**src/design/sla_pkg.sv**
```systemverilog
// ---------------------------------------------------------------------------
// sla_pkg: shared types and constants of the serial line assembler
// Character codes and the command/status bundles between control and datapath.
// ---------------------------------------------------------------------------
`default_nettype none

package sla_pkg;

   // special characters
   localparam logic [7:0] CHAR_CR  = 8'h0D;
   localparam logic [7:0] CHAR_LF  = 8'h0A;
   localparam logic [7:0] CHAR_BS  = 8'h08;
   localparam logic [7:0] CHAR_DEL = 8'h7F;
   localparam logic [7:0] CHAR_NUL = 8'h00;

   // request kinds carried in tuser
   localparam logic ACT_BYTE       = 1'b0;
   localparam logic ACT_READ_CLEAR = 1'b1;

   // reset value of the destination size register
   localparam logic [7:0] CAPACITY_RESET = 8'd255;

   // commands from the controller to the datapath
   typedef struct packed {
      logic capture;      // latch the accepted request
      logic do_status;    // emit the overflow status and clear the flag
      logic do_erase;     // drop the last character
      logic do_store;     // store a character or take the overflow path
      logic rd_first;     // read entry 0
      logic load_first;   // hold entry 0 as pending, read entry 1
      logic emit_char;    // send the pending character, advance or finish
      logic emit_empty;   // send one empty result and clear the line
   } cmd_type;

   // status from the datapath to the controller
   typedef struct packed {
      logic is_status;    // request is a read-and-clear
      logic is_line_end;  // CR or LF
      logic is_erase;     // backspace or DEL
      logic len_zero;     // line holds no character
      logic first_stop;   // nothing is copied from this line
      logic run_last;     // the pending character ends the run
      logic out_free;     // output register can take a result
   } status_type;

endpackage

`default_nettype wire

```
**src/design/sla_ctrl.sv**
```systemverilog
// ---------------------------------------------------------------------------
// sla_ctrl: controller of the serial line assembler
// Sequences decode, line store updates and the emission of a completed line.
// ---------------------------------------------------------------------------
`default_nettype none

module sla_ctrl (
   input  wire logic                clock,
   input  wire logic                reset,
   input  wire logic                req_tvalid,
   output logic                     req_tready,
   input  wire sla_pkg::status_type stat,
   output sla_pkg::cmd_type         cmd
);

   localparam logic [2:0] ST_IDLE   = 3'd0;
   localparam logic [2:0] ST_DECODE = 3'd1;
   localparam logic [2:0] ST_FIRST  = 3'd2;
   localparam logic [2:0] ST_NEXT   = 3'd3;
   localparam logic [2:0] ST_EMPTY  = 3'd4;
   localparam logic [2:0] ST_STATUS = 3'd5;

   logic [2:0] state_ff;
   logic [2:0] state_in;

   // state register
   always_ff @(posedge clock) begin
      if (reset) begin
         state_ff <= ST_IDLE;
      end else begin
         state_ff <= state_in;
      end
   end

   // next state and commands
   always_comb begin
      state_in   = state_ff;
      cmd        = '0;
      req_tready = 1'b0;
      case (state_ff)
         ST_IDLE: begin
            req_tready = 1'b1;
            if (req_tvalid) begin
               cmd.capture = 1'b1;
               state_in    = ST_DECODE;
            end
         end
         ST_DECODE: begin
            if (stat.is_status) begin
               state_in = ST_STATUS;
            end else if (stat.is_line_end) begin
               if (stat.len_zero) begin
                  state_in = ST_IDLE;
               end else begin
                  cmd.rd_first = 1'b1;
                  state_in     = ST_FIRST;
               end
            end else if (stat.is_erase) begin
               cmd.do_erase = 1'b1;
               state_in     = ST_IDLE;
            end else begin
               cmd.do_store = 1'b1;
               state_in     = ST_IDLE;
            end
         end
         ST_FIRST: begin
            if (stat.first_stop) begin
               state_in = ST_EMPTY;
            end else begin
               cmd.load_first = 1'b1;
               state_in       = ST_NEXT;
            end
         end
         ST_NEXT: begin
            if (stat.out_free) begin
               cmd.emit_char = 1'b1;
               if (stat.run_last) begin
                  state_in = ST_IDLE;
               end
            end
         end
         ST_EMPTY: begin
            if (stat.out_free) begin
               cmd.emit_empty = 1'b1;
               state_in       = ST_IDLE;
            end
         end
         ST_STATUS: begin
            if (stat.out_free) begin
               cmd.do_status = 1'b1;
               state_in      = ST_IDLE;
            end
         end
         default: begin
            state_in = ST_IDLE;
         end
      endcase
   end

endmodule

`default_nettype wire

```
**src/design/sla_datapath.sv**
```systemverilog
// ---------------------------------------------------------------------------
// sla_datapath: datapath of the serial line assembler
// Line store memory, length and flag registers, output register.
// ---------------------------------------------------------------------------
`default_nettype none

module sla_datapath #(
   parameter int LINE_CAPACITY = 32
) (
   input  wire logic             clock,
   input  wire logic             reset,
   input  wire logic [0:0]       req_tuser,
   input  wire logic [7:0]       req_tdata,
   input  wire logic             csr_valid,
   input  wire logic [7:0]       csr_data,
   input  wire sla_pkg::cmd_type cmd,
   output sla_pkg::status_type   stat,
   output logic                  rsp_tvalid,
   input  wire logic             rsp_tready,
   output logic [15:0]           rsp_tdata,
   output logic [0:0]            rsp_tuser,
   output logic                  rsp_tlast
);

   localparam int LEN_W = $clog2(LINE_CAPACITY);

   logic [7:0]       store_mem [LINE_CAPACITY];
   logic             req_action_ff;
   logic [7:0]       req_byte_ff;
   logic [LEN_W-1:0] len_ff;
   logic [LEN_W-1:0] len_in;
   logic             flag_ff;
   logic             flag_in;
   logic [7:0]       cap_ff;
   logic [LEN_W-1:0] idx_ff;
   logic [7:0]       pend_ff;
   logic [7:0]       rd_ff;
   logic             rd_en;
   logic [LEN_W-1:0] rd_addr;
   logic             store_full;
   logic             out_load;
   logic [7:0]       out_char;
   logic             out_valid_char;
   logic             out_last;
   logic             rsp_valid_ff;
   logic [7:0]       rsp_char_ff;
   logic             rsp_cvalid_ff;
   logic             rsp_last_ff;
   logic             rsp_flag_ff;

   // captured request
   always_ff @(posedge clock) begin
      if (cmd.capture) begin
         req_action_ff <= req_tuser[0];
         req_byte_ff   <= req_tdata;
      end
   end

   // configuration register
   always_ff @(posedge clock) begin
      if (reset) begin
         cap_ff <= sla_pkg::CAPACITY_RESET;
      end else if (csr_valid) begin
         cap_ff <= csr_data;
      end
   end

   // store full when one more character would fill it
   assign store_full = ({1'b0, len_ff} + (LEN_W+1)'(1)) >= (LEN_W+1)'(LINE_CAPACITY);

   // status towards the controller
   always_comb begin
      stat.is_status   = (req_action_ff == sla_pkg::ACT_READ_CLEAR);
      stat.is_line_end = (req_byte_ff == sla_pkg::CHAR_CR) || (req_byte_ff == sla_pkg::CHAR_LF);
      stat.is_erase    = (req_byte_ff == sla_pkg::CHAR_BS) ||
                         (req_byte_ff == sla_pkg::CHAR_DEL);
      stat.len_zero    = (len_ff == '0);
      stat.first_stop  = (rd_ff == sla_pkg::CHAR_NUL) || (cap_ff <= 8'd1);
      stat.run_last    = (({1'b0, idx_ff} + (LEN_W+1)'(1)) >= {1'b0, len_ff}) ||
                         ((9'(idx_ff) + 9'd2) >= {1'b0, cap_ff}) ||
                         (rd_ff == sla_pkg::CHAR_NUL);
      stat.out_free    = !rsp_valid_ff || rsp_tready;
   end

   // line length and overflow flag
   always_comb begin
      len_in  = len_ff;
      flag_in = flag_ff;
      if (cmd.do_erase && (len_ff != '0)) begin
         len_in = len_ff - LEN_W'(1);
      end
      if (cmd.do_store) begin
         if (store_full) begin
            len_in  = '0;
            flag_in = 1'b1;
         end else begin
            len_in = len_ff + LEN_W'(1);
         end
      end
      if (cmd.emit_empty || (cmd.emit_char && stat.run_last)) begin
         len_in = '0;
      end
      if (cmd.do_status) begin
         flag_in = 1'b0;
      end
   end

   always_ff @(posedge clock) begin
      if (reset) begin
         len_ff  <= '0;
         flag_ff <= 1'b0;
      end else begin
         len_ff  <= len_in;
         flag_ff <= flag_in;
      end
   end

   // line store write
   always_ff @(posedge clock) begin
      if (cmd.do_store && !store_full) begin
         store_mem[len_ff] <= req_byte_ff;
      end
   end

   // line store read, one entry ahead of the pending character
   always_comb begin
      rd_en   = cmd.rd_first || cmd.load_first || (cmd.emit_char && !stat.run_last);
      rd_addr = idx_ff + LEN_W'(2);
      if (cmd.rd_first) begin
         rd_addr = '0;
      end else if (cmd.load_first) begin
         rd_addr = LEN_W'(1);
      end
   end

   always_ff @(posedge clock) begin
      if (rd_en) begin
         rd_ff <= store_mem[rd_addr];
      end
   end

   // pending character and its index
   always_ff @(posedge clock) begin
      if (cmd.load_first) begin
         pend_ff <= rd_ff;
         idx_ff  <= '0;
      end else if (cmd.emit_char && !stat.run_last) begin
         pend_ff <= rd_ff;
         idx_ff  <= idx_ff + LEN_W'(1);
      end
   end

   // output register
   assign out_load       = cmd.emit_char || cmd.emit_empty || cmd.do_status;
   assign out_char       = cmd.emit_char ? pend_ff : sla_pkg::CHAR_NUL;
   assign out_valid_char = cmd.emit_char;
   assign out_last       = cmd.emit_char ? stat.run_last : 1'b1;

   always_ff @(posedge clock) begin
      if (reset) begin
         rsp_valid_ff <= 1'b0;
      end else if (out_load) begin
         rsp_valid_ff <= 1'b1;
      end else if (rsp_tready) begin
         rsp_valid_ff <= 1'b0;
      end
   end

   always_ff @(posedge clock) begin
      if (out_load) begin
         rsp_char_ff   <= out_char;
         rsp_cvalid_ff <= out_valid_char;
         rsp_last_ff   <= out_last;
         rsp_flag_ff   <= flag_ff;
      end
   end

   assign rsp_tvalid = rsp_valid_ff;
   assign rsp_tdata  = {7'd0, rsp_flag_ff, rsp_char_ff};
   assign rsp_tuser  = rsp_cvalid_ff;
   assign rsp_tlast  = rsp_last_ff;

endmodule

`default_nettype wire

```
**src/design/serial_line_assembler.sv**
```systemverilog
// ---------------------------------------------------------------------------
// serial_line_assembler: command line builder with backspace editing
// Collects received bytes into a line and emits completed lines per character.
// ---------------------------------------------------------------------------
// Usage
//   req channel: tuser[0] is the action (0 received byte, 1 read and clear
//   the overflow flag), tdata[7:0] the byte. One request is taken at a time;
//   tready is high only while the controller is idle.
//   rsp channel: one result per emitted character, tlast on the final one.
//   A read-and-clear and a line with nothing to copy give a single result.
//   csr channel: destination size, always ready, write only while idle.
// Sequence and throughput
//   A plain byte, backspace or ignored line end passes decode only, a status
//   request decode and the status state, which loads its result. A line goes
//   through decode, first read and the next state (the empty state if nothing
//   is copied); the next state sends one character per cycle while the
//   receiver does not stall, set by the single read port of the line store.
// Reset
//   Clears the line length, the overflow flag and the output valid, and
//   sets the destination size to 255. The line store is not cleared.
// Stall
//   A stalled receiver holds the result; the controller waits with the next
//   character and takes no new request until the line's last character is loaded.
// ---------------------------------------------------------------------------
`default_nettype none

module serial_line_assembler #(
   parameter int LINE_CAPACITY = 32
) (
   input  wire logic        clock,
   input  wire logic        reset,
   input  wire logic        req_tvalid,
   output logic             req_tready,
   input  wire logic [7:0]  req_tdata,   // [7:0] rx_byte
   input  wire logic [0:0]  req_tuser,   // [0] action
   output logic             rsp_tvalid,
   input  wire logic        rsp_tready,
   output logic [15:0]      rsp_tdata,   // [7:0] line_char, [8] overflow_flag
   output logic [0:0]       rsp_tuser,   // [0] char_valid
   output logic             rsp_tlast,
   input  wire logic        csr_valid,
   output logic             csr_ready,
   input  wire logic [7:0]  csr_data     // output_capacity
);

   sla_pkg::cmd_type    cmd;
   sla_pkg::status_type stat;

   assign csr_ready = 1'b1;

   // controller
   sla_ctrl u_ctrl (
      .clock      (clock),
      .reset      (reset),
      .req_tvalid (req_tvalid),
      .req_tready (req_tready),
      .stat       (stat),
      .cmd        (cmd)
   );

   // datapath
   sla_datapath #(
      .LINE_CAPACITY (LINE_CAPACITY)
   ) u_datapath (
      .clock      (clock),
      .reset      (reset),
      .req_tuser  (req_tuser),
      .req_tdata  (req_tdata),
      .csr_valid  (csr_valid),
      .csr_data   (csr_data),
      .cmd        (cmd),
      .stat       (stat),
      .rsp_tvalid (rsp_tvalid),
      .rsp_tready (rsp_tready),
      .rsp_tdata  (rsp_tdata),
      .rsp_tuser  (rsp_tuser),
      .rsp_tlast  (rsp_tlast)
   );

endmodule

`default_nettype wire

```
**config.mk**
```make
export PLATFORM = sky130hd
export DESIGN_NAME = serial_line_assembler
export DESIGN_NICKNAME = d
export VERILOG_FILES = /design/src/design/sla_pkg.sv /design/src/design/sla_ctrl.sv /design/src/design/sla_datapath.sv /design/src/design/serial_line_assembler.sv
export SDC_FILE = /design/constraint.sdc
export NUM_CORES = 1
export LEC_CHECK = 0
export BUFFER_PORTS_ARGS = -buffer_cell sky130_fd_sc_hd__buf_2
export CAP_MARGIN = 20
export CORE_UTILIZATION = 40
export DETAILED_ROUTE_END_ITERATION = 6
export GPL_ROUTABILITY_DRIVEN = 0
export PLACE_DENSITY = 0.54
export SKIP_CTS_REPAIR_TIMING = 1
export SYNTH_ARGS = -nofsm -noshare
export SYNTH_HDL_FRONTEND = slang
export SYNTH_SLANG_ARGS = --single-unit
```
**constraint.sdc**
```tcl
create_clock -name clock -period 5.6 [get_ports clock]
set_clock_uncertainty 0.05 [all_clocks]
set_input_delay 0.28 -clock clock [delete_from_list [all_inputs] [get_ports clock]]
set_output_delay 0.28 -clock clock [all_outputs]
set_load 0.005 [all_outputs]
```
; ---- Word-level counts from Yosys, hierarchy flattened
; Memories as Yosys holds them, arrays and structs flattened. A register that Yosys moved wholly into a read port is not among the register bits.
; Index checks and enable logic that the tools add are counted.
[word_totals]
ff_bits = 51
wordCells = 104
n_memories = 1
ramBits = 256
output_inout_bits = 21
[memory_table]
columns = memory, depth, word_bits, rd, rd_ports_with_merged_regs, write_ports, line_no
row1 = u_datapath.store_mem, 32, 8, 1, 1, 1, sla_datapath.sv:27  ; logic [7:0] store_mem [LINE_CAPACITY];
[op_classes]
add_sub_neg = 7
mux = 36
n_lt_le_gt_ge = 4
n_eq_ne = 13
reduce_logical = 30
[op_table]
columns = cell, n
row1 = two-way mux 5 bit, 5
row2 = == test 8 x 4 -> 1 bit (second input constant), 3
row3 = two-way mux 3 bit, 8
row4 = two-way mux 1 bit, 17
row5 = two-way mux 8 bit, 2
row6 = case mux 3 bit (5 select lines), 1
row7 = adder 5 x 1 -> 6 bit (second input constant), 2
row8 = logical OR 1 bit, 11
row9 = adder 5 x 1 -> 5 bit (second input constant), 2
row10 = >= comparator 9 x 8 -> 1 bit, 1
row11 = == test 8 x 7 -> 1 bit (second input constant), 1
row12 = <= comparator 8 x 1 -> 1 bit (second input constant), 1
row13 = zero test 8 bit, 1
row14 = adder 5 x 2 -> 6 bit (second input constant), 1
row15 = == test 3 x 2 -> 1 bit (second input constant), 2
row16 = == test 3 bit (second input constant), 2
row17 = >= comparator 6 x 5 -> 1 bit, 1
row18 = >= comparator 6 bit (second input constant), 1
row19 = two-way mux 2 bit, 3
row20 = nonzero test 2 bit, 3
row21 = OR reduction 2 bit, 3
row22 = adder 5 x 2 -> 5 bit (second input constant), 1
row23 = zero test 5 bit, 1
row24 = nonzero test 5 bit, 1
row25 = 9 further kinds, 16

; ---- Logic depth before layout (Yosys ltp)
; Gate-level depths: netlist of the first run.
[logic_depth]
depth_word = 9
ltp_mapped = 14
depth_no_buf = 10

; ---- Hierarchy
; Synthesis of the first run repeated with hierarchy kept, for this count alone.
[unflattened]
cells_unflattened = 798
area_unflattened_um2 = 12932.4
[by_module_without_submodules]
columns = mod, cells_per_inst, area_each_um2, seq_area_each_um2, instances
row1 = sla_datapath, 758, 12645.9, 9168.8, 1
row2 = sla_ctrl, 38, 275.3, 60.1, 1
row3 = serial_line_assembler, 2, 11.3, 0.0, 1

; ---- Worst setup path after synthesis of the first run
; Ideal clock, no wire load.
[synth_path]
path_kind = reg2reg
startpoint = register u_datapath.req_byte_ff[1]
endpoint = register u_datapath.rd_ff[0] (read register of u_datapath.store_mem), data pin
path_buffers = 1
path_slack_ns = 2.369
arrival_ns = 2.909
stages_incl_launch_ff = 10
cell_sequence = edfxtp_1 and3b_1 o211ai_1 or2_1 buf_2 nand2_1 nor2_1 mux2i_1 a211oi_1 or4_1
[synth_via]
elab_chain_len = 7
elab_cells_between_ends = 9
[synth_rtl]
columns = item, line_no
row1 = from (decl), sla_datapath.sv:29  ; logic [7:0] req_byte_ff;
row2 = from (signal assigned), sla_datapath.sv:55  ; req_byte_ff <= req_tdata;
row3 = == test 8 x 4 -> 1 bit, sla_datapath.sv:74  ; stat.is_line_end = (req_byte_ff == sla_pkg::CHAR_CR) || (req_byte_ff == sla_pkg::CHAR_LF);
row4 = logical OR 1 bit (*), sla_datapath.sv:74
row5 = two-way mux 1 bit (*), sla_ctrl.sv:51  ; end else if (stat.is_line_end) begin
row6 = two-way mux 3 bit (*), sla_ctrl.sv:49  ; if (stat.is_status) begin
row7 = two-way mux 3 bit (*), sla_ctrl.sv:40  ; case (state_ff)
row8 = logical OR 1 bit (2 in series), sla_datapath.sv:127  ; rd_en = cmd.rd_first || cmd.load_first || (cmd.emit_char && !stat.run_last);
row9 = to (decl), sla_datapath.sv:37  ; logic [7:0] rd_ff;
; Every way passes the cells marked *; elsewhere a longest branch is shown, timed or not.
; A chain may end at the register's enable or synchronous reset.

; ---- Worst setup path after layout of the first run
[layout_path]
startpoint = register u_datapath.len_ff[1]
endpoint = register u_datapath.rd_ff[1] (read register of u_datapath.store_mem), data pin
[layout_via]
elab_chain_len = 7
elab_cells_between_ends = 13
[layout_rtl]
columns = item, line_no
row1 = from (decl), sla_datapath.sv:30  ; logic [LEN_W-1:0] len_ff;
row2 = from (signal assigned), sla_datapath.sv:113  ; len_ff <= len_in;
row3 = branches (longest 7 deep; another with >= comparator 6 x 5 -> 1 bit), n/a
; Parallel ways; which one is timed is not known.

==> flow_metrics.tcl, run 1 <==
set metrics [dict create \
    grt_overflow 0 \
    swShare 0.208 \
    dieArea_um2 32100 \
    grt_start_max_net_pins 35 \
    final_cell_area_um2 14400 \
    grt_first_pass_wirelength_um 47200 \
    num_io_pins 43 \
    final_cell_mix "292 x edfxtp_1, 57 x o22ai_1, 38 x nor3_1, 38 x nor2_1, 36 x clkbuf_16" \
    fp.dieH_um 179 \
    critPathCaptureType "register" \
    layout_commonest_cell "edfxtp_1" \
    p_total_mw 4.86 \
    grt_setup_unrepaired "no" \
    p_comb_frac 0.025 \
    cts_sinks 315 \
    status "finished with violations" \
    wl_per_cell_um 25.0 \
    period_share 0.717 \
    synth_edf_count 292 \
    intPower_mw 3.85 \
    crit_type "reg2reg" \
    fmaxAchievable_ghz 0.249 \
    postPlaceCellArea_um2 13200 \
    hold_class "in2reg" \
    portBuffers 34 \
    drt_wl_total_um 32200 \
    ys_seq_area_frac 0.736 \
    vias 7366 \
    grt_usage 0.206 \
    hold_viol_final 0 \
    drt_pass1_iterations 7 \
    coreArea_um2 30700 \
    crit_path_start_kind "register" \
    vias_per_cell 5.72 \
    crit_fanout 24 \
    drt_iter0_drc 710 \
    synth.avg_cell_area_um2 15.6 \
    antenna_found_initial 0 \
    leakage_nw 4.80 \
    relSlewSlack 0.293 \
    vdd.ir_drop.worst_mv 0.255 \
    antenna_cells 0 \
    synthCells 802 \
    r2r_slack_ns 1.59 \
    grt_pass1_vias 7242 \
    fin_crit_ns 4.01 \
    drive_gt1_frac 0.146 \
    crit_arrival_ns 4.22 \
    route.detailed.drc 18 \
    numCtsBuffers 35 \
    areaGrowthSynthToFinish_pct 14.6 \
    clk_pin_slew_ns 0.06 \
    pwr-share-seq 0.537 \
    slew_viol_final 0 \
    cts_root_buffer "clkbuf_16" \
    tns_ns 0 \
    dp_hpwl_um 20900 \
    yosys_warnings 0 \
    synth_area_um2 12500 \
    reg2regPathDepth 10 \
    tightest_slew_ns 1.06 \
    cts_tree "done" \
    synthArstFlopShare 0 \
    hp-start "rsp_tready" \
    num-nets-final 909 \
    setup_viol 0 \
    clock_path_buffers 3 \
    rr_endpoint "u_datapath.rd_ff[1]" \
    crit_start "u_datapath.len_ff[1]" \
    floorplan.initialDensity 0.408 \
    p_clk_frac 0.437 \
    whs_path_depth 4 \
    ant_nets 0 \
    power_switching_mw 1.01 \
    violations "DRC" \
    insertion_delay_ns 0.52 \
    htree_num_levels 2 \
    die_w_um 179 \
    critical_path.endpoint "u_datapath.rd_ff[1]" \
    ys_types 58 \
    rr_startpoint "u_datapath.len_ff[1]" \
    yosys_most_used_dff "edfxtp_1" \
    p_per_area_nw_per_um2 338 \
    maxCapViolCount 0 \
    num_rows 64 \
    synth_seq_cells 315 \
    worstPathRequired_ns 5.81 \
]
sequential cells by signal (all words and copies together), names as in the netlist:
signal                    count
u_datapath.rsp_char_ff        8
u_datapath.rd_ff              8
u_datapath.flag_ff            1
u_datapath.idx_ff             5
u_datapath.rsp_flag_ff        1
u_datapath.req_action_ff      1
u_datapath.rsp_tuser          1
u_datapath.store_mem        256
u_datapath.len_ff             5
u_datapath.req_byte_ff        8
u_datapath.rsp_tlast          1
u_datapath.rsp_tvalid         1
u_datapath.pend_ff            8
u_datapath.cap_ff             8
u_ctrl.state_ff               3
worst min-delay path by stage:
stage                                           end  slack, ns
after floorplan                  u_ctrl.state_ff[2]       0.30
after global placement       u_datapath.rsp_flag_ff       0.37
after detailed placement     u_datapath.rsp_flag_ff       0.37
after CTS                 u_datapath.req_byte_ff[4]      -0.13
after global routing           u_datapath.cap_ff[4]       0.13
final                            u_ctrl.state_ff[2]       0.09
final cells by class:
cell class / instances / area (um^2)
fillers: 2696 / 16400
flip-flops and latches: 315 / 9230
multi-input cells: 426 / 3020
clock buffers: 40 / 916
repair buffers: 73 / 515
well taps: 396 / 495
clock inverters: 19 / 129
inverters: 18 / 67.6
synth_stat cells (2+ instances only):
cell        n  share of area
edfxtp_1  292           0.70
o22ai_1    57          0.028
nor2_1     38          0.011
nor3_1     38          0.015
nand2_1    30         0.0090
mux2i_1    28          0.022
o221ai_1   24          0.017
dfxtp_1    23          0.037
clkbuf_1   21         0.0063
ha_1       18          0.018
nand3_1    18         0.0072
inv_1      17         0.0051
a22o_1     16          0.011
o21ai_0    15         0.0060
a21oi_1    14         0.0056
and3_1     11         0.0055
a211oi_1    9         0.0054
buf_2       9         0.0036
buf_4       9         0.0054
mux4_2      8          0.014
o211ai_1    8         0.0048
o221a_2     8         0.0072
or4_1       8         0.0048
and2_1      6         0.0030
buf_6       6         0.0054
xnor2_1     6         0.0042
a21o_1      4         0.0024
and3b_1     4         0.0028
buf_1       4         0.0012
nand2b_1    4         0.0020
nor2b_1     4         0.0020
nor3b_1     4         0.0024
nor4_1      4         0.0020
or3_1       4         0.0020
a31oi_1     3         0.0015
conb_1      2        0.00060
nor2_4      2         0.0018
o21ai_1     2        0.00080
o31ai_1     2         0.0012
o32ai_1     2         0.0014
or2_1       2         0.0010
or4_4       2         0.0018
metal layers:
metal,routed length (um),track usage,vias to the layer above
met1,14300,0.287,3692
met3,2100,0.0384,59
li1,-,-,3335
met4,968,0.0690,0
met5,0,0,-
met2,14900,0.322,280
power by group through the flow:
stage / clock [mW] / combinational [mW] / sequential (mW)
detailed placement: 0 / 0.115 / 2.66
floorplan: 0 / 0.0464 / 2.67
finish: 2.12 / 0.123 / 2.61
global placement: 0 / 0.112 / 2.66
CTS: 2.16 / 0.114 / 2.61
global route: 2.26 / 0.135 / 2.61
logic make-up (layout without fill, tap and decap cells):
group | count (synthesis) | after routing | synth area share
AOI/OAI and AO/OA | 170 | 170 | 0.0969
xor gates and xnor gates | 7 | 7 | 0.00489
adders and majority gates | 18 | 18 | 0.0180
buffers and inverters | 67 | 150 | 0.0272
DFF | 315 | 315 | 0.736
muxes | 36 | 36 | 0.0367
other | 2 | 8 | 0.000599
and+or+nand+nor | 187 | 187 | 0.0800
critical path: stages, from the launching register on:
cell and delay, ns:
dfxtp_1 0.37, inv_1 0.19, ha_1 0.25, nand2b_1 0.21, o31ai_1 0.35, or2_1 0.20, nand3_2 0.25, or3_1 0.82
o22ai_1 0.42, nor3_1 0.12, or4_1 0.51
metrics by stage:
step / worst slack [ns] / hold slack, ns / util / instances
2_1_floorplan: 2.37 / 0.299 / - / 808
3_3_place_gp: 1.54 / 0.374 / 0.427 / 1208
3_5_place_dp: 1.57 / 0.374 / 0.428 / 1210
4_1_cts: 1.56 / -0.129 / 0.462 / 1269
5_1_grt: 1.32 / 0.130 / 0.468 / 1287
6_report: 1.59 / 0.0932 / 0.468 / 1287
Power figures use the tool's default switching activity.
==> inputs of run 2 (changes only) <==
PLACE_DENSITY = 0.57   (was 0.54)
clock period = 3.4 ns   (was 5.6 ns; I/O delays follow)
==> flow_metrics.tcl, run 2 (synthesized netlist as in run 1, its figures left out) <==
set metrics [dict create \
    clk_pin_slew_ns 0.06 \
    period_share 0.961 \
    crit_path_start_kind "register" \
    fin_crit_ns 3.27 \
    grt_start_max_net_pins 35 \
    drt_wl_total_um 30900 \
    crit_arrival_ns 3.45 \
    grt_overflow 0 \
    cts_tree "done" \
    layout_commonest_cell "edfxtp_1" \
    vias 7604 \
    cts_root_buffer "clkbuf_16" \
    clock_path_buffers 3 \
    insertion_delay_ns 0.53 \
    final_cell_mix "292 x edfxtp_1, 82 x buf_4, 57 x o22ai_1" \
    violations "DRC" \
    regMostFlops "u_datapath.store_mem" \
    stdcell_count 1355 \
    drt_pass1_iterations 7 \
    route.detailed.drc 14 \
    grt_first_pass_wirelength_um 46300 \
    worstPathRequired_ns 3.58 \
    grt_pass1_vias 7386 \
    num-nets-final 976 \
    final_core_util 0.484 \
    holdWs_ns 0.00281 \
    nFillCells 2650 \
    dp_hpwl_um 20000 \
    tns_ns 0 \
    leakage_nw 5.14 \
    hold_class "in2reg" \
    grt_usage 0.199 \
    status "finished with violations" \
    cts_sinks 315 \
    areaGrowthSynthToFinish_pct 18.6 \
    die_w_um 179 \
    drive_gt1_frac 0.200 \
    fp.dieH_um 179 \
    critPathCaptureType "register" \
    ant_nets 0 \
    num_rows 64 \
    coreArea_um2 30700 \
    relSlewSlack 0.420 \
    maxCapViolCount 0 \
    numCtsBuffers 35 \
    crit_fanout 24 \
    vdd.ir_drop.worst_mv 0.327 \
    setup_viol 0 \
    slew_viol_final 0 \
    wl_per_cell_um 22.8 \
    htree_num_levels 2 \
    hold_viol_final 0 \
    crit_type "reg2reg" \
    grt_setup_unrepaired "no" \
    tightest_slew_ns 0.861 \
    antenna_cells 0 \
    largest_reg_flops 256 \
    dp_cells 1276 \
    floorplan.initialDensity 0.408 \
    fmaxAchievable_ghz 0.306 \
    antenna_found_initial 0 \
    drt_iter0_drc 722 \
    dieArea_um2 32100 \
    vias_per_cell 5.61 \
    num_io_pins 43 \
    portBuffers 34 \
    p_per_area_nw_per_um2 530 \
]
-- run 2: layer usage --
layer,vias up,share of wire,GRT usage
li1,3469,-,-
met4,0,0.023,0.0641
met3,52,0.070,0.0375
met2,270,0.46,0.310
met1,3813,0.45,0.281
met5,-,0,0
-- run 2: path summary, 6_finish.rpt --
kind	start	to	slack, ns	cells past startpoint
setup / recovery	u_datapath.req_byte_ff[4]	u_datapath.rd_ff[0]	0.13	11
hold / removal	csr_valid	u_datapath.cap_ff[4]	0.003	3
setup reg to reg	u_datapath.req_byte_ff[4]	u_datapath.rd_ff[0]	0.13	11
hold reg to reg	u_datapath.rd_ff[0]	u_datapath.pend_ff[0]	0.40	0
-- run 2: through the flow --
stage,instance area (um^2),total power [mW],worst slack [ns]
after floorplan,12600,4.47,0.169
after global placement,13700,4.57,0.107
after detailed placement,13700,4.57,0.0778
after CTS,14700,7.95,0.0751
after global routing,14900,8.12,0.0110
final,14900,7.89,0.134
-- run 2: worst max-delay path: stages (launching register included) --
cell and delay [ns]:
edfxtp_1 0.39, nor4_1 0.45, o211ai_1 0.26, buf_4 0.20, nor2_1 0.24, buf_4 0.18, a31oi_2 0.05, buf_12 0.19
o221ai_1 0.19, nor3_1 0.09, buf_4 0.15, or4_1 0.51
-- run 2: cell type report --
| type | count | area (um^2) | share of cell area |
|---|---|---|---|
| Clock buffer | 43 | 906 | 0.0609 |
| Inverter | 18 | 67.6 | 0.00454 |
| Multi-Input combinational cell | 426 | 3010 | 0.202 |
| Tap cell | 396 | 495 | 0.0333 |
| Timing Repair Buffer | 140 | 1080 | 0.0723 |
| Clock inverter | 17 | 97.6 | 0.00656 |
| Sequential cell | 315 | 9230 | 0.620 |
-- run 2: where the power goes --
part	leakage [nW]	total, mW	switching, mW	internal (mW)
clock network	0.487	3.38	1.48	1.90
logic	1.84	0.226	0.150	0.0758
registers	2.81	4.28	0.0131	4.27
==> inputs of run 3 (changes only) <==
CELL_PAD_IN_SITES_DETAIL_PLACEMENT = 2   (was unset)
CELL_PAD_IN_SITES_GLOBAL_PLACEMENT = 2   (was unset)
CTS_CLUSTER_DIAMETER = 200   (was unset)
PLACE_DENSITY = 0.72   (was 0.57)
==> flow_metrics.tcl, run 3 (synthesized netlist as in run 1, its figures left out) <==
set metrics [dict create \
    crit_arrival_ns 3.72 \
    maxCapViolCount 0 \
    drt_iter0_drc 657 \
    met2_usage 0.435 \
    grt_setup_unrepaired "yes" \
    postPlaceCellArea_um2 13500 \
    violations "DRC, setup timing" \
    portBuffers 34 \
    status "finished with violations" \
    clock_path_buffers 3 \
    coreArea_um2 30700 \
    p_per_area_nw_per_um2 534 \
    critPathCaptureType "register" \
    critical_path.slowest_cell "or4_4" \
    final_cell_mix "292 x edfxtp_1, 67 x buf_4, 55 x o22ai_1" \
    drive_gt1_frac 0.253 \
    pwr-share-seq 0.525 \
    grt-busiest-layer "met2" \
    power_switching_mw 1.73 \
    crit_path_cell_trace "or4_4 -> nor2_4 -> buf_6 -> and3b_2 -> nor2_4 -> buf_6 -> nand3_4 -> buf_12 -> buf_4 -> o221ai_2 -> a211oi_1 -> or4_4" \
    leakage_nw 5.18 \
    place_ws_ns -0.255 \
    num-nets-final 970 \
    hold_class "in2reg" \
    crit_path_start_kind "register" \
    fmaxAchievable_ghz 0.284 \
    grt_overflow 0 \
    cpPeakStageDelay_ns 0.58 \
    crit_fanout 8 \
    regMostFlops "u_datapath.store_mem" \
    die_w_um 179 \
    fin_crit_ns 3.52 \
    vias 8070 \
    numCtsBuffers 35 \
    crit_type "reg2reg" \
    cts_root_buffer "clkbuf_16" \
    route.detailed.drc 14 \
    dieArea_um2 32100 \
    floorplan.initialDensity 0.408 \
    cts_sinks 315 \
    drt_wl_total_um 42200 \
    drt_pass1_iterations 7 \
    antenna_found_initial 0 \
    antenna_cells 0 \
    met1_usage 0.336 \
    largest_reg_flops 256 \
    fp.dieH_um 179 \
    period_share 1.04 \
    grt_start_max_net_pins 35 \
    p_total_mw 8.16 \
    final_cell_area_um2 15300 \
    critPathTopFamily "simple AND/OR/NAND/NOR gates" \
    relSlewSlack 0.341 \
    areaGrowthSynthToFinish_pct 21.7 \
    worstPathRequired_ns 3.60 \
    num_rows 64 \
    swShare 0.212 \
    htree_num_levels 2 \
    finalWorstSetupSlack_ns -0.121 \
    grt_usage 0.255 \
    path_buf_inv 4 \
    ant_nets 0 \
    p_comb_frac 0.031 \
    insertion_delay_ns 0.52 \
    cts_tree "done" \
    use_met3 0.0405 \
    clk_pin_slew_ns 0.06 \
    layout_commonest_cell "edfxtp_1" \
    num_io_pins 43 \
    seqCellArea_um2 9230 \
    tns_ns -0.292 \
    multi_input_area_um2 3320 \
    slew_viol_final 0 \
    grt_first_pass_wirelength_um 58200 \
    dp_hpwl_um 26800 \
    nFillCells 2854 \
    tightest_slew_ns 0.984 \
    grt_pass1_vias 8411 \
    intPower_mw 6.43 \
    p_clk_frac 0.444 \
    hold_viol_final 0 \
    setup_viol 7 \
    vdd.ir_drop.worst_mv 0.445 \
    vias_per_cell 5.98 \
    wl_per_cell_um 31.2 \
]
[run 3: cell count changes in the layout (fill, tap and decap cells not counted), moves of 7 or more]
cell and delta:
buf_4 -15, nor2_1 -14, nor2_2 +13, nor3_1 -7
o221ai_1 -17, o221ai_2 +13
[run 3: cell type report]
type                            count  area share
Multi-Input combinational cell    426       0.217
Clock buffer                       49      0.0642
Timing Repair Buffer              134      0.0723
Tap cell                          396      0.0324
Inverter                           18     0.00442
Clock inverter                     12     0.00516
Sequential cell                   315       0.604
[run 3: stage by stage]
step,cells,utilization,hold WS [ns]
global route,1350,0.497,0.0101
global placement,1257,0.439,0.301
detailed placement,1258,0.440,0.298
CTS,1319,0.474,-0.232
finish,1350,0.497,0.000415
floorplan,808,-,0.189
[run 3: final timing paths]
path	start	endpoint	cells past startpoint	slack, ns
setup reg to reg	u_datapath.rd_ff[0]	u_datapath.rd_ff[3]	12	-0.12
setup / recovery	u_datapath.rd_ff[0]	u_datapath.rd_ff[3]	12	-0.12
hold / removal	csr_valid	u_datapath.cap_ff[2]	3	0.0004
hold reg to reg	u_datapath.rd_ff[7]	u_datapath.pend_ff[7]	0	0.41
[run 3: metal layers]
layer,up-vias,wire length (um)
li1,3459,-
met5,-,0
met3,62,1900
met1,4310,18000
met2,239,21300
met4,0,977
[run 3: worst min-delay path, delay by kind of cell]
| kind | cells | cell delay (ns) |
|---|---|---|
| buffers and inverters | 1 | 0.19 |
| AO/OA/AOI/OAI | 1 | 0.07 |
| AND/OR/NAND/NOR | 1 | 0.09 |
[run 3: power by group through the flow]
stage | Combinational, mW | Clock, mW | Sequential (mW)
after floorplan | 0.0765 | 0 | 4.39
after global placement | 0.208 | 0 | 4.36
after detailed placement | 0.229 | 0 | 4.37
after CTS | 0.230 | 3.66 | 4.29
after global routing | 0.272 | 3.79 | 4.29
final | 0.254 | 3.62 | 4.29
